### src/design/mdbcc_pkg.sv
// ----------------------------------------------------------------------------
// mdbcc_pkg
// shared types, constants and tables of the coin changer peripheral
// ----------------------------------------------------------------------------
package mdbcc_pkg;

    localparam int unsigned RING_DEPTH_DEF     = 32;
    localparam int unsigned POLL_REPLY_MAX_DEF = 16;

    localparam logic [7:0] WORD_ACK    = 8'h00;
    localparam logic [7:0] WORD_RET    = 8'hAA;
    localparam logic [7:0] WORD_NAK    = 8'hFF;
    localparam logic [7:0] EVT_DEPOSIT = 8'h40;
    localparam logic [7:0] EVT_CLASS   = 8'hC0;
    localparam logic [7:0] EVT_RESET   = 8'h0B;
    localparam logic [7:0] LEVEL3      = 8'h03;

    localparam logic [1:0] MODE_INACTIVE = 2'd0;
    localparam logic [1:0] MODE_DISABLED = 2'd1;
    localparam logic [1:0] MODE_ENABLED  = 2'd2;

    localparam logic [2:0] CMD_RESET  = 3'd0;
    localparam logic [2:0] CMD_SETUP  = 3'd1;
    localparam logic [2:0] CMD_TUBE   = 3'd2;
    localparam logic [2:0] CMD_POLL   = 3'd3;
    localparam logic [2:0] CMD_COIN   = 3'd4;
    localparam logic [2:0] CMD_DISP   = 3'd5;
    localparam logic [2:0] CMD_NONE   = 3'd6;
    localparam logic [2:0] CMD_EXP    = 3'd7;

    localparam logic [2:0] CFG_ADDR   = 3'd0;
    localparam logic [2:0] CFG_CAP    = 3'd1;
    localparam logic [2:0] CFG_CUR    = 3'd2;
    localparam logic [2:0] CFG_SCALE  = 3'd3;
    localparam logic [2:0] CFG_DEC    = 3'd4;
    localparam logic [2:0] CFG_CREDIT = 3'd5;
    localparam logic [2:0] CFG_ROUTE  = 3'd6;
    localparam logic [2:0] CFG_BTYPE  = 3'd7;

    localparam logic [2:0] SRC_SETUP = 3'd0;
    localparam logic [2:0] SRC_TUBE  = 3'd1;
    localparam logic [2:0] SRC_ID    = 3'd2;
    localparam logic [2:0] SRC_RST   = 3'd3;
    localparam logic [2:0] SRC_RING  = 3'd4;
    localparam logic [2:0] SRC_ZERO  = 3'd5;

    typedef struct packed {
        logic       action;
        logic [8:0] bus_word;
    } t_in;

    typedef struct packed {
        logic [8:0] tx_word;
        logic       last_word;
    } t_out;

    typedef struct packed {
        logic       in_take;
        logic       exec_op;
        logic       rr_clr;
        logic       dep_a;
        logic       dep_b;
        logic       scan;
        logic       pop;
        logic       emit;
        logic       emit_sum;
        logic [2:0] src;
        logic [5:0] idx;
    } t_cmd;

    typedef struct packed {
        logic       exec_now;
        logic [2:0] cmd;
        logic       sub0;
        logic       pending_nz;
        logic       dep_ok;
        logic       rr_pend;
        logic       ring_empty;
        logic       pop_dep;
        logic       out_free;
    } t_sts;

    function automatic logic [7:0] id_byte(input logic [5:0] idx);
        logic [7:0] b;
        b = 8'h00;
        if (idx == 6'd0) b = 8'h4D;
        else if (idx == 6'd1) b = 8'h44;
        else if (idx == 6'd2) b = 8'h42;
        else if (idx >= 6'd3 && idx <= 6'd26) b = 8'h20;
        else if (idx == 6'd28) b = 8'h01;
        return b;
    endfunction

endpackage

### src/design/mdbcc_ctrl.sv
// ----------------------------------------------------------------------------
// mdbcc_ctrl
// frame execution sequencer: reply byte loops, deposit loop and poll popping
// ----------------------------------------------------------------------------
module mdbcc_ctrl #(
    parameter int unsigned POLL_REPLY_MAX = mdbcc_pkg::POLL_REPLY_MAX_DEF
) (
    input  logic             i_clk,
    input  logic             i_rst_n,
    input  logic             i_in_valid,
    output logic             o_in_ready,
    input  mdbcc_pkg::t_sts  i_sts,
    output mdbcc_pkg::t_cmd  o_cmd
);
    import mdbcc_pkg::*;

    localparam int unsigned NW = $clog2(POLL_REPLY_MAX + 1);
    localparam logic [NW-1:0] N_LIM1 = NW'(POLL_REPLY_MAX - 1);
    localparam logic [NW-1:0] N_LIM  = NW'(POLL_REPLY_MAX);

    localparam logic [3:0] S_IDLE  = 4'd0;
    localparam logic [3:0] S_EXEC  = 4'd1;
    localparam logic [3:0] S_EMIT  = 4'd2;
    localparam logic [3:0] S_SUM   = 4'd3;
    localparam logic [3:0] S_SCAN  = 4'd4;
    localparam logic [3:0] S_DEP   = 4'd5;
    localparam logic [3:0] S_DEP2  = 4'd6;
    localparam logic [3:0] S_PDEC  = 4'd7;
    localparam logic [3:0] S_PCHK  = 4'd8;
    localparam logic [3:0] S_PEMIT = 4'd9;
    localparam logic [3:0] S_PFOL  = 4'd10;
    localparam logic [3:0] S_PEMI2 = 4'd11;

    logic [3:0]    r_state, n_state;
    logic [5:0]    r_idx, n_idx;
    logic [5:0]    r_len, n_len;
    logic [2:0]    r_src, n_src;
    logic [NW-1:0] r_n, n_n;

    always_ff @(posedge i_clk) begin
        if (!i_rst_n) begin
            r_state <= S_IDLE;
            r_idx   <= '0;
            r_len   <= '0;
            r_src   <= SRC_ZERO;
            r_n     <= '0;
        end else begin
            r_state <= n_state;
            r_idx   <= n_idx;
            r_len   <= n_len;
            r_src   <= n_src;
            r_n     <= n_n;
        end
    end

    always_comb begin
        n_state = r_state;
        n_idx   = r_idx;
        n_len   = r_len;
        n_src   = r_src;
        n_n     = r_n;
        o_cmd   = '0;
        o_cmd.src = r_src;
        o_cmd.idx = r_idx;
        o_in_ready = (r_state == S_IDLE);
        case (r_state)
            S_IDLE: begin
                o_cmd.in_take = i_in_valid;
                if (i_in_valid && i_sts.exec_now) n_state = S_EXEC;
            end
            S_EXEC: begin
                o_cmd.exec_op = 1'b1;
                n_idx = '0;
                case (i_sts.cmd)
                    CMD_SETUP: begin
                        n_src = SRC_SETUP; n_len = 6'd23; n_state = S_EMIT;
                    end
                    CMD_TUBE: n_state = S_SCAN;
                    CMD_POLL: n_state = S_DEP;
                    CMD_EXP: begin
                        if (i_sts.sub0) begin
                            n_src = SRC_ID; n_len = 6'd33; n_state = S_EMIT;
                        end else begin
                            n_state = S_SUM;
                        end
                    end
                    default: n_state = S_SUM;
                endcase
            end
            S_SCAN: begin
                o_cmd.scan = 1'b1;
                if (r_idx == 6'd15) begin
                    n_idx = '0; n_src = SRC_TUBE; n_len = 6'd18; n_state = S_EMIT;
                end else begin
                    n_idx = r_idx + 6'd1;
                end
            end
            S_EMIT: begin
                if (i_sts.out_free) begin
                    o_cmd.emit = 1'b1;
                    if (r_idx == r_len - 6'd1) begin
                        n_idx = '0; n_state = S_SUM;
                    end else begin
                        n_idx = r_idx + 6'd1;
                    end
                end
            end
            S_SUM: begin
                if (i_sts.out_free) begin
                    o_cmd.emit_sum = 1'b1;
                    n_state = S_IDLE;
                end
            end
            S_DEP: begin
                if (i_sts.pending_nz) begin
                    o_cmd.dep_a = 1'b1;
                    if (i_sts.dep_ok) n_state = S_DEP2;
                end else begin
                    n_state = S_PDEC;
                end
            end
            S_DEP2: begin
                o_cmd.dep_b = 1'b1;
                n_state = S_DEP;
            end
            S_PDEC: begin
                n_n = '0;
                if (i_sts.rr_pend) begin
                    o_cmd.rr_clr = 1'b1;
                    n_idx = '0; n_src = SRC_RST; n_len = 6'd1; n_state = S_EMIT;
                end else begin
                    n_state = S_PCHK;
                end
            end
            S_PCHK: begin
                if (!i_sts.ring_empty && r_n < N_LIM1) begin
                    o_cmd.pop = 1'b1;
                    n_state = S_PEMIT;
                end else begin
                    n_state = S_SUM;
                end
            end
            S_PEMIT: begin
                o_cmd.src = SRC_RING;
                if (i_sts.out_free) begin
                    o_cmd.emit = 1'b1;
                    n_n = r_n + NW'(1);
                    n_state = i_sts.pop_dep ? S_PFOL : S_PCHK;
                end
            end
            S_PFOL: begin
                if (!i_sts.ring_empty && r_n < N_LIM) begin
                    o_cmd.pop = 1'b1;
                    n_state = S_PEMI2;
                end else begin
                    o_cmd.src = SRC_ZERO;
                    if (i_sts.out_free) begin
                        o_cmd.emit = 1'b1;
                        n_n = r_n + NW'(1);
                        n_state = S_PCHK;
                    end
                end
            end
            S_PEMI2: begin
                o_cmd.src = SRC_RING;
                if (i_sts.out_free) begin
                    o_cmd.emit = 1'b1;
                    n_n = r_n + NW'(1);
                    n_state = S_PCHK;
                end
            end
            default: n_state = S_IDLE;
        endcase
    end

endmodule

### src/design/mdbcc_dp.sv
// ----------------------------------------------------------------------------
// mdbcc_dp
// frame receiver, changer state, tube counts, event ring and reply register
// ----------------------------------------------------------------------------
module mdbcc_dp #(
    parameter int unsigned RING_DEPTH = mdbcc_pkg::RING_DEPTH_DEF
) (
    input  logic             i_clk,
    input  logic             i_rst_n,
    input  mdbcc_pkg::t_in   i_in,
    input  logic             i_cfg_valid,
    input  logic [2:0]       i_cfg_index,
    input  logic [63:0]      i_cfg_data,
    input  mdbcc_pkg::t_cmd  i_cmd,
    output mdbcc_pkg::t_sts  o_sts,
    output logic             o_out_valid,
    input  logic             i_out_ready,
    output mdbcc_pkg::t_out  o_out
);
    import mdbcc_pkg::*;

    localparam int unsigned RW = $clog2(RING_DEPTH);
    localparam logic [RW-1:0] R_LAST = RW'(RING_DEPTH - 1);

    // configuration
    logic [4:0]  r_addr;
    logic [7:0]  r_cap, r_scale, r_dec;
    logic [15:0] r_cur, r_route;
    logic [63:0] r_credit;
    logic [3:0]  r_btype;

    // changer state
    logic [1:0]  r_mode;
    logic        r_rr;
    logic [15:0] r_cen, r_den, r_full;
    logic [7:0]  r_tube [16];
    logic [7:0]  r_pend;
    logic [2:0]  r_phase, r_ccmd;
    logic [7:0]  r_csum, r_sum;
    logic [7:0]  r_cb [5];
    logic [7:0]  r_ring [RING_DEPTH];
    logic [RW-1:0] r_head, r_tail;
    logic [7:0]  r_rd_data;
    logic        r_out_valid;
    t_out        r_out;

    logic [7:0]  lo;
    logic [2:0]  got;
    logic [2:0]  need;
    logic        hit, data_ok;
    logic [3:0]  taddr;
    logic [7:0]  tval;
    logic        route;
    logic        push_en;
    logic [7:0]  push_val;
    logic [RW-1:0] head_nx, tail_nx;
    logic [7:0]  byte_v;
    logic [5:0]  im2, im7;
    logic [3:0]  dcnt;

    assign lo  = i_in.bus_word[7:0];
    assign got = r_phase - 3'd1;

    always_comb begin
        case (r_ccmd)
            CMD_COIN: need = 3'd4;
            CMD_DISP: need = 3'd1;
            CMD_EXP:  need = (r_phase >= 3'd2 && r_cb[0] == 8'd1) ? 3'd5 : 3'd1;
            default:  need = 3'd0;
        endcase
    end

    assign hit = i_in.bus_word[8] && lo != WORD_ACK && lo != WORD_RET && lo != WORD_NAK
                 && lo[7:3] == r_addr && lo[2:0] != CMD_NONE;
    assign data_ok = (got < need);

    assign im2 = i_cmd.idx - 6'd2;
    assign im7 = i_cmd.idx - 6'd7;
    assign dcnt = r_cb[0][7:4];

    always_comb begin
        if (i_cmd.scan) taddr = i_cmd.idx[3:0];
        else if (i_cmd.emit) taddr = im2[3:0];
        else if (i_cmd.dep_a || i_cmd.dep_b) taddr = r_btype;
        else taddr = r_cb[0][3:0];
    end
    assign tval  = r_tube[taddr];
    assign route = (tval < r_cap);

    assign head_nx = (r_head == R_LAST) ? '0 : r_head + RW'(1);
    assign tail_nx = (r_tail == R_LAST) ? '0 : r_tail + RW'(1);

    always_comb begin
        push_en  = 1'b0;
        push_val = tval;
        if (i_cmd.dep_a && o_sts.dep_ok) begin
            push_en  = 1'b1;
            push_val = EVT_DEPOSIT | {3'b000, route, r_btype};
        end else if (i_cmd.dep_b) begin
            push_en = 1'b1;
        end
    end

    always_comb begin
        byte_v = 8'h00;
        case (i_cmd.src)
            SRC_SETUP: begin
                case (i_cmd.idx)
                    6'd0: byte_v = LEVEL3;
                    6'd1: byte_v = r_cur[15:8];
                    6'd2: byte_v = r_cur[7:0];
                    6'd3: byte_v = r_scale;
                    6'd4: byte_v = r_dec;
                    6'd5: byte_v = r_route[15:8];
                    6'd6: byte_v = r_route[7:0];
                    default: byte_v = (i_cmd.idx <= 6'd14) ? r_credit[{im7[2:0], 3'b000} +: 8]
                                                          : 8'h00;
                endcase
            end
            SRC_TUBE: begin
                if (i_cmd.idx == 6'd0) byte_v = r_full[15:8];
                else if (i_cmd.idx == 6'd1) byte_v = r_full[7:0];
                else byte_v = tval;
            end
            SRC_ID:   byte_v = id_byte(i_cmd.idx);
            SRC_RST:  byte_v = EVT_RESET;
            SRC_RING: byte_v = r_rd_data;
            default:  byte_v = 8'h00;
        endcase
    end

    always_comb begin
        o_sts.exec_now   = !i_in.action && r_phase != 3'd0 && !data_ok
                           && i_in.bus_word == {1'b0, r_csum};
        o_sts.cmd        = r_ccmd;
        o_sts.sub0       = (r_cb[0] == 8'd0);
        o_sts.pending_nz = (r_pend != 8'd0);
        o_sts.dep_ok     = (r_mode == MODE_ENABLED) && r_cen[r_btype];
        o_sts.rr_pend    = r_rr;
        o_sts.ring_empty = (r_head == r_tail);
        o_sts.pop_dep    = ((r_rd_data & EVT_CLASS) == EVT_DEPOSIT);
        o_sts.out_free   = !r_out_valid || i_out_ready;
    end

    always_ff @(posedge i_clk) begin
        if (!i_rst_n) begin
            r_addr <= 5'd1; r_cap <= 8'd100; r_cur <= 16'hFFFF; r_scale <= 8'd1;
            r_dec <= 8'd2; r_credit <= 64'd6581509; r_route <= 16'd15; r_btype <= 4'd2;
        end else if (i_cfg_valid) begin
            case (i_cfg_index)
                CFG_ADDR:   r_addr   <= i_cfg_data[4:0];
                CFG_CAP:    r_cap    <= i_cfg_data[7:0];
                CFG_CUR:    r_cur    <= i_cfg_data[15:0];
                CFG_SCALE:  r_scale  <= i_cfg_data[7:0];
                CFG_DEC:    r_dec    <= i_cfg_data[7:0];
                CFG_CREDIT: r_credit <= i_cfg_data;
                CFG_ROUTE:  r_route  <= i_cfg_data[15:0];
                CFG_BTYPE:  r_btype  <= i_cfg_data[3:0];
                default: ;
            endcase
        end
    end

    always_ff @(posedge i_clk) begin
        if (!i_rst_n) begin
            r_mode <= MODE_INACTIVE; r_rr <= 1'b0; r_cen <= '0; r_den <= '0;
            r_pend <= '0; r_phase <= '0; r_ccmd <= '0; r_csum <= '0; r_sum <= '0;
            r_head <= '0; r_tail <= '0; r_out_valid <= 1'b0; r_full <= '0;
            for (int i = 0; i < 16; i++) r_tube[i] <= '0;
            for (int i = 0; i < 5; i++) r_cb[i] <= '0;
        end else begin
            if (i_cmd.in_take) begin
                if (i_in.action) begin
                    if (r_pend != 8'hFF) r_pend <= r_pend + 8'd1;
                end else if (r_phase == 3'd0) begin
                    if (hit) begin
                        r_ccmd  <= lo[2:0];
                        r_csum  <= lo;
                        r_phase <= 3'd1;
                        for (int i = 0; i < 5; i++) r_cb[i] <= '0;
                    end
                end else if (data_ok) begin
                    r_cb[got] <= lo;
                    r_csum    <= r_csum + lo;
                    if (r_ccmd == CMD_EXP && got == 3'd0 && lo > 8'd1) r_phase <= 3'd0;
                    else r_phase <= r_phase + 3'd1;
                end else begin
                    r_phase <= 3'd0;
                end
            end
            if (i_cmd.exec_op) begin
                case (r_ccmd)
                    CMD_RESET: begin
                        r_rr <= 1'b1; r_mode <= MODE_INACTIVE; r_cen <= '0; r_den <= '0;
                    end
                    CMD_SETUP: r_mode <= MODE_DISABLED;
                    CMD_COIN: begin
                        r_cen  <= {r_cb[0], r_cb[1]};
                        r_den  <= {r_cb[2], r_cb[3]};
                        r_mode <= ({r_cb[0], r_cb[1]} != 16'd0) ? MODE_ENABLED : MODE_DISABLED;
                    end
                    CMD_DISP: begin
                        if (tval >= {4'd0, dcnt}) r_tube[taddr] <= tval - {4'd0, dcnt};
                    end
                    default: ;
                endcase
            end
            if (i_cmd.rr_clr) begin
                r_rr <= 1'b0; r_mode <= MODE_DISABLED;
            end
            if (i_cmd.scan) r_full[taddr] <= !route;
            if (i_cmd.dep_a) begin
                r_pend <= r_pend - 8'd1;
                if (o_sts.dep_ok && route) r_tube[taddr] <= tval + 8'd1;
            end
            if (push_en && head_nx != r_tail) r_head <= head_nx;
            if (i_cmd.pop) r_tail <= tail_nx;
            if (i_cmd.emit) begin
                r_out_valid <= 1'b1;
                r_sum <= r_sum + byte_v;
            end else if (i_cmd.emit_sum) begin
                r_out_valid <= 1'b1;
                r_sum <= '0;
            end else if (i_out_ready) begin
                r_out_valid <= 1'b0;
            end
        end
    end

    always_ff @(posedge i_clk) begin
        if (push_en && head_nx != r_tail) r_ring[r_head] <= push_val;
        if (i_cmd.pop) r_rd_data <= r_ring[r_tail];
        if (i_cmd.emit) begin
            r_out.tx_word   <= {1'b0, byte_v};
            r_out.last_word <= 1'b0;
        end else if (i_cmd.emit_sum) begin
            r_out.tx_word   <= {1'b1, r_sum};
            r_out.last_word <= 1'b1;
        end
    end

    assign o_out_valid = r_out_valid;
    assign o_out       = r_out;

endmodule

### src/design/mdb_coin_changer_peripheral.sv
// ----------------------------------------------------------------------------
// mdb_coin_changer_peripheral
// coin changer bus slave: frame check, command execution and replies
// input: a bus word or button beat is taken while idle; a frame's reply follows its
// checksum beat via the execute state, tube status after a scan of all 16 tubes
// throughput: one beat a cycle while idle; replies one word a cycle unless the output
// stalls; a poll instead pops, then emits, each ring byte after its pending coins
// reset: synchronous active low, clears control state; the ring contents need no clear
// ----------------------------------------------------------------------------
module mdb_coin_changer_peripheral #(
    parameter int unsigned RING_DEPTH     = mdbcc_pkg::RING_DEPTH_DEF,
    parameter int unsigned POLL_REPLY_MAX = mdbcc_pkg::POLL_REPLY_MAX_DEF
) (
    input  logic             i_clk,
    input  logic             i_rst_n,
    input  logic             i_in_valid,
    output logic             o_in_ready,
    input  mdbcc_pkg::t_in   i_in,
    output logic             o_out_valid,
    input  logic             i_out_ready,
    output mdbcc_pkg::t_out  o_out,
    input  logic             i_cfg_valid,
    output logic             o_cfg_ready,
    input  logic [2:0]       i_cfg_index,
    input  logic [63:0]      i_cfg_data
);
    import mdbcc_pkg::*;

    t_cmd cmd;
    t_sts sts;

    assign o_cfg_ready = 1'b1;

    mdbcc_ctrl #(.POLL_REPLY_MAX(POLL_REPLY_MAX)) u_ctrl (
        .i_clk      (i_clk),
        .i_rst_n    (i_rst_n),
        .i_in_valid (i_in_valid),
        .o_in_ready (o_in_ready),
        .i_sts      (sts),
        .o_cmd      (cmd)
    );

    mdbcc_dp #(.RING_DEPTH(RING_DEPTH)) u_dp (
        .i_clk       (i_clk),
        .i_rst_n     (i_rst_n),
        .i_in        (i_in),
        .i_cfg_valid (i_cfg_valid),
        .i_cfg_index (i_cfg_index),
        .i_cfg_data  (i_cfg_data),
        .i_cmd       (cmd),
        .o_sts       (sts),
        .o_out_valid (o_out_valid),
        .i_out_ready (i_out_ready),
        .o_out       (o_out)
    );

    a_last_mode: assert property (@(posedge i_clk) disable iff (!i_rst_n)
        o_out_valid && o_out.last_word |-> o_out.tx_word[8])
        else $error("last word without mode bit");

    a_data_mode: assert property (@(posedge i_clk) disable iff (!i_rst_n)
        o_out_valid && !o_out.last_word |-> !o_out.tx_word[8])
        else $error("data word with mode bit");

    a_one_load: assert property (@(posedge i_clk) disable iff (!i_rst_n)
        !(cmd.emit && cmd.emit_sum))
        else $error("two loads of the reply register");

    a_no_take_busy: assert property (@(posedge i_clk) disable iff (!i_rst_n)
        cmd.emit || cmd.emit_sum |-> !o_in_ready)
        else $error("input ready while replying");

endmodule

### config.mk
export PLATFORM = sky130hd
export DESIGN_NAME = mdb_coin_changer_peripheral
export DESIGN_NICKNAME = d
export VERILOG_FILES = /design/src/design/mdbcc_pkg.sv /design/src/design/mdbcc_ctrl.sv /design/src/design/mdbcc_dp.sv /design/src/design/mdb_coin_changer_peripheral.sv
export SDC_FILE = /design/constraint.sdc
export NUM_CORES = 1
export LEC_CHECK = 0
export BUFFER_PORTS_ARGS = -buffer_cell sky130_fd_sc_hd__buf_4
export CAP_MARGIN = 10
export CORE_ASPECT_RATIO = 1.2
export CORE_UTILIZATION = 65
export DETAILED_ROUTE_END_ITERATION = 7
export PLACE_DENSITY_LB_ADDON = 0.3
export SYNTH_ARGS = -nofsm -noshare
export SYNTH_HDL_FRONTEND = slang
export SYNTH_SLANG_ARGS = --single-unit
export TNS_END_PERCENT = 20
### constraint.sdc
create_clock -name i_clk -period 13.7 [get_ports i_clk]
set_input_delay 3.425 -clock i_clk [delete_from_list [all_inputs] [get_ports i_clk]]
set_output_delay 3.425 -clock i_clk [all_outputs]
set_load 0.05 [all_outputs]
[After elaboration in Yosys (flattened, before gate mapping)]
Memories as Yosys holds them, arrays and structs flattened. A register that Yosys moved wholly into a read port is not among the register bits.
Index checks and enable logic that the tools add are counted.
Operators by class
  $add $sub $neg: 15
  $mul: 0
  bitwise gates (word level): 8
  divide/modulo/power cells: 0
  eq/ne operators: 62
  shifts and indexed selects: 1
  multiplexer cells: 135
  $lt $le $gt $ge: 13
  reductions and logical operators: 77
Operators by type and width (count)
  $mux 8: 25
  $mux 4: 16
  $shiftx 64x7->8: 1
  $pmux 8 s7: 1
  $mux 1: 50
  $pmux 4 s12: 1
  $mux 6: 7
  $pmux 8 s5: 1
  $pmux 16 s2: 1
  $mux 3: 10
  $reduce_and 2->1: 13
  $eq 3x3->1 const B: 8
  $ne 8x8->1 const B: 3
  $pmux 6 s4: 1
  $logic_and 1x1->1: 20
  $mux 5: 4
  $eq 3x2->1 const B: 6
  $eq 6x3->1 const B: 3
  $mux 9: 2
  $pmux 3 s3: 2
  $pmux 6 s3: 1
  $add 8x1->8 const B: 2
  $add 8x8->8: 2
  $bwmux 16: 1
  71 further kinds: 130
Storage, ports and cells
  bits in registers: 238
  bits in read-only memories: 0
  logic and storage cells: 342
  memories kept: 3
  output and inout port bits: 13
  memory bits (writable): 424
  latch bits: 0
  bits of input ports: 82
Memories
  u_dp.r_ring: words 32, bits a word 8, rd ports 1, clocked after Yosys merged registers in 1, write ports 1, RTL line mdbcc_dp.sv:41  | logic [7:0] r_ring [RING_DEPTH];
  u_dp.r_tube: words 16, bits a word 8, rd ports 1, clocked after Yosys merged registers in 0, write ports 16, RTL line mdbcc_dp.sv:36  | logic [7:0] r_tube [16];
  u_dp.r_cb: words 5, bits a word 8, rd ports 2, clocked after Yosys merged registers in 0, write ports 5, RTL line mdbcc_dp.sv:40  | logic [7:0] r_cb [5];

[Longest topological paths before layout]
An unclocked memory read counts as a cell.
  depth in word-level cells: 17
  depth in mapped cells: 30
  depth with buffers taken out: 24

[Cells and area by module]
A second synthesis with hierarchy kept.
Unflattened totals
  cell total of the unflattened synthesis: 2707
  area total of the unflattened synthesis: 31201.2 um^2
Modules (own cells, without submodules)
  mdbcc_dp: area each 29495.8 um^2, cells each 2496, times used 1, sequential area each 16615.9 um^2
  mdbcc_ctrl: area each 1694.1 um^2, cells each 209, times used 1, sequential area each 440.4 um^2
  mdb_coin_changer_peripheral: area each 11.3 um^2, cells each 2, times used 1, sequential area each 0.0 um^2

[Least setup slack after synthesis]
OpenSTA, ideal clock, no wires.
  kind: in2reg
  start: in i_out_ready
  end: mem u_dp.r_ring[0][4], data pin
  setup slack: 4705 ps
  path buffers: 7
  cell stages on the path: 25
  data required time: 13246 ps
  library setup time: 454 ps
  arrival: 8541 ps
  cells stage by stage: nor2b_1 > clkbuf_1 > a211o_1 > nand2_1 > a211o_1 > buf_2 > o21ai_2 > buf_2 > buf_2 > buf_2 > o2111ai_1 > nand3_1 > nand3_1 > nand2_1 > inv_1 > ha_1 > a21oi_1 > nor2b_1 > o21ai_0 > nand2b_1 > nor3_1 > a211oi_2 > buf_2 > buf_1 > o21ai_0
Between the ends
  longest elaborated chain between the ends: 9
RTL lines
  from (decl): RTL line mdb_coin_changer_peripheral.sv:20  | input logic i_out_ready,
  $logic_or 1x1->1 (*): RTL line mdbcc_dp.sv:142  | o_sts.out_free = !r_out_valid || i_out_ready;
  $mux 1 (*)
  $mux 1: RTL line mdbcc_ctrl.sv:152  | if (!i_sts.ring_empty && r_n < N_LIM) begin
  $pmux 1 s2 (*): RTL line mdbcc_ctrl.sv:66  | case (r_state)
  $mux 4 (*): RTL line mdbcc_dp.sv:83  | else if (i_cmd.emit) taddr = im2[3:0];
  $mux 4 (*): RTL line mdbcc_dp.sv:82  | if (i_cmd.scan) taddr = i_cmd.idx[3:0];
  $mem_v2 16x8 (*)
  $lt 8x8->1: RTL line mdbcc_dp.sv:88  | assign route = (tval < r_cap);
  $mux 8 (*): RTL line mdbcc_dp.sv:96  | if (i_cmd.dep_a && o_sts.dep_ok) begin
  via u_dp.push_val[4]: RTL line mdbcc_dp.sv:55  | logic [7:0] push_val;
  to (decl): RTL line mdbcc_dp.sv:41
The timed path passes the listed nets; every way through them passes the cells marked *.

==> results by group <==
Layout
  – Final core utilization: between 70% and 80%
  – Storage cell area: 0.0171 mm²
  – # diodes: 0
  – Share of cells above drive strength 1: 15.6%
  – Fill cells: 3,054
  – Fin cells: roughly 3,400
  – Footprint of the multi-input gates: 0.0128 mm²
  – NumNets Final: 2,865
  – Post-route cell area: about 0.034 mm²
  – Layout area overhead: 9.87%

Clock network
  – CTS resizes: 0
  – Clk root buf: clkbuf_16
  – CTS Buf Count: 59
  – H-tree depth: 2
  – CTS max path bufs: 3
  – CTS tree: yes
  – Clock Latency Late Sink: between 600 and 700 ps
  – Clk slew on worst S/H paths: 60 ps
  – Hold Buf Count CTS: 0
  – Clk sinks: 644
  – Postcts setup bufs: 0

Critical path
  – Worst stage delay on the critical path: between 900 and 1000 ps
  – CP dominant cell by count: buf_4
  – CP max-delay cell: o21ai_0
  – Kind of start point of the critical path: primary input
  – Reg2reg end: u_dp.r_tube[7][4]$_SDFFCE_PN0P_
  – WS Path Type: in -> reg
  – Cells along the critical path: buf_4 > nor2b_1 > buf_4 > nor3_2 > nand3_1 > a21oi_2 > o21ai_2 > nand2_1 > mux2i_1 > a2111oi_0 > or4_1 > ha_1 > a211oi_1 > nand2_1 > nor2_1 > o211a_1 > a211oi_2 > nor2_1 > a31oi_4 > buf_4 > o21ai_0
  – R2r setup slk: 5420 ps
  – Origin of the critical flop-to-flop path: u_dp.r_tail[3]$_SDFFE_PN0P_
  – CP Data Arrival Time: 10,380 ps
  – R2r worst-path depth: 19
  – WP buf/inv: 3
  – Worst setup EP type: flop
  – Top fanout value on the critical path: between 70 and 80
  – Critical path required time: 13,960 ps
  – Worst path top cell family by delay: simple AND/OR/NAND/NOR gates

Yosys
  – Yosys top cell by area: edfxtp_1
  – Post-synth net total: 2,862
  – Post-synth top cells: 416 x edfxtp_1, 405 x nand2_1, 228 x dfxtp_1
  – Yosys top cell area share: 40.4%
  – Post-synth top flop: edfxtp_1
  – Yosys cell types: 95
  – Number of synthesis warnings: 0
  – Synthesized flop and latch total: 644
  – Post-synth ARST share: 0%
  – Area contributors post-synth: edfxtp_1 40%, dfxtp_1 15%, mux4_2 7.7%
  – Cells after synthesis: 2,722
  – Sequential area share after synthesis: 55.2%
  – Syn Area/Cell: 11.4 µm²
  – Most frequent cell after synthesis: edfxtp_1
  – Number of synthesized flops with an enable pin: 416
  – Post-synthesis cell area: 0.0309 mm²

Timing
  – Max Clk Rate: 0.0988 GHz
  – Slew margin rel.: 17.5%
  – Tightest Pin Transition: about 1200 ps
  – Setup TNS: 0 ps
  – Fin. Hold Viols: 0
  – Clk_skew: about 64 ps
  – Pins Over Slew Limit: 0
  – Hold slack: 457 ps
  – Final setup vio count: 0
  – Period utilization: 73.9%
  – Post-route minimum period: 10,120 ps
  – RSZ-0062 raised after global routing: no
  – Post-route setup slack: 3580 ps

Power
  – Total Power: 6.01 mW
  – Seq pwr share: approximately two fifths
  – Switch share: between 30% and 40%
  – NetSw: 2.23 mW
  – Power Density: 177 mW/mm²
  – Leak pwr: 11.6 nW
  – Clock network power share: 28.4%
  – Internal Power: 3.78 mW
  – Combinational fraction of design power: 32.0%
  – Peak VDD IR: 170 µV

GRT
  – Vias in the first global route: 22,000
  – First-pass GRT wire length: 129,000 µm
  – Initial antenna violation count: 1
  – Largest net degree at the start of global routing: 78
  – GR Util All Layers: 35.3%
  – Total grt overflow: 0

Hold path
  – Hold path start: u_dp.r_cen[0]$_SDFFE_PN0P_
  – WHS Path Cells: 2
  – Hold Path End: u_dp.r_cen[0]$_SDFFE_PN0P_
  – Hold Crit Class: reg -> reg

Detailed routing
  – Vias per inst: slightly below 7
  – # DRC: 2
  – DR iter-0 viols: 2,985
  – Final antenna-violating net count: 0
  – WL per Instance: 25.1 µm
  – Router iterations before antenna repair: 8
  – Total Wirelength: between 80,000 and 90,000 µm
  – Vias: 23,000

Placement
  – Inst Count DP: about 3,300
  – HPWL after DPL: 55,600 µm
  – Place WS: 3050 ps
  – Placed Area: 0.0319 mm²
  – Placer Congestion: 0.996
  – Port Buf Inserts: 93

Floorplan
  – Core ar.: 0.0469 mm²
  – Cell Rows: 87
  – DIE HEIGHT: about 240 µm
  – Die width: 201 µm
  – Die area: approximately 0.048 mm²
  – IO Pins: 95
  – Initial Utilization: approximately two thirds

Run status
  – Status: finished with violations
  – Failing checks: design-rule violations

Run
  – MaxCap Viol Count: 0
==> kinds of logic (layout without fill, tap and decap cells) <==
kind of cell	Yosys count	after routing	synth area share, %
xor+xnor	53	53	1.58
compound gates	503	503	11.1
mux	182	182	10.3
flops	644	644	55.2
other cells	1	1	0.0121
simple gates	1026	1026	15.9
fa+ha+maj	58	58	2.45
buf+inv	255	305	3.48
==> power by group through the flow <==
| stage | Sequential [mW] | Combinational (mW) | Clock (mW) |
|---|---|---|---|
| after floorplan | 2.43 | 1.18 | 0 |
| after global placement | 2.42 | 1.80 | 0 |
| after detailed placement | 2.42 | 1.85 | 0 |
| after CTS | 2.38 | 1.87 | 1.72 |
| after global routing | 2.38 | 2.00 | 1.79 |
| final | 2.38 | 1.92 | 1.71 |
==> layout make-up <==
| type | count | share of cell area [%] |
|---|---|---|
| clock buffer | 78 | 4.71 |
| sequential | 644 | 50.3 |
| multi-input combinational | 1823 | 37.8 |
| inverter | 62 | 0.693 |
| clock inverter | 30 | 1.22 |
| timing repair buffer | 135 | 3.02 |
| tap | 623 | 2.30 |
==> cells in the final DEF, fill, tap and decap left out, types with 59 or more instances in the layout <==
cell       instances
nand2_1          405
nand3_1          107
buf_4            133
nor3_1           126
clkbuf_16         60
inv_1             60
a21oi_1          144
dfxtp_1          225
nor2_1           166
mux2i_1           59
mux4_2           106
o211ai_1          59
edfxtp_1         416
==> flip-flops by register name, summed over array words and instances, names as in the netlist, 5 cells and up <==
name            count
u_dp.r_full        16
u_dp.o_out          9
u_dp.r_ring       256
u_dp.r_cb          16
u_dp.r_cen         16
u_dp.r_dec          8
u_dp.r_pend         8
u_dp.r_scale        8
u_dp.r_head         5
u_dp.r_tube       128
u_dp.r_sum          8
u_dp.r_rd_data      8
u_dp.r_csum         8
u_ctrl.r_n          5
u_ctrl.r_idx        6
u_dp.r_tail         5
u_dp.r_credit      64
u_dp.r_route       16
u_dp.r_cap          8
u_dp.r_addr         5
u_dp.r_cur         16
==> tightest hold or removal path: stages (launching register included) <==
cell	delay (ps)
dfxtp_1	310
nand2_1	50
a21oi_1	50
==> worst max path at each step <==
stage	endpoint	startpoint	slack, ps	cells after the start
2_1_floorplan	u_dp.r_ring[0][4]$_DFFE_PP_	i_out_ready	4700	25
3_3_place_gp	u_dp.r_tube[6][0]$_SDFFCE_PN0P_	i_out_ready	3410	22
3_5_place_dp	u_dp.r_tube[6][0]$_SDFFCE_PN0P_	i_out_ready	3050	21
4_1_cts	u_dp.r_tube[10][4]$_SDFFCE_PN0P_	i_out_ready	3740	21
5_1_grt	u_dp.r_tube[7][1]$_SDFFCE_PN0P_	i_out_ready	3030	21
6_report	u_dp.r_tube[7][4]$_SDFFCE_PN0P_	i_out_ready	3580	21
==> per-layer routing <==
metal	vias to the layer above	share of wire [%]	track usage [%]
met5	-	0.015	0
met4	2	5.5	18.1
met3	305	9.0	5.36
met2	1436	49	59.8
met1	11100	36	44.2
li1	10200	-	-
No activity file was read; power rests on OpenSTA's default activity.
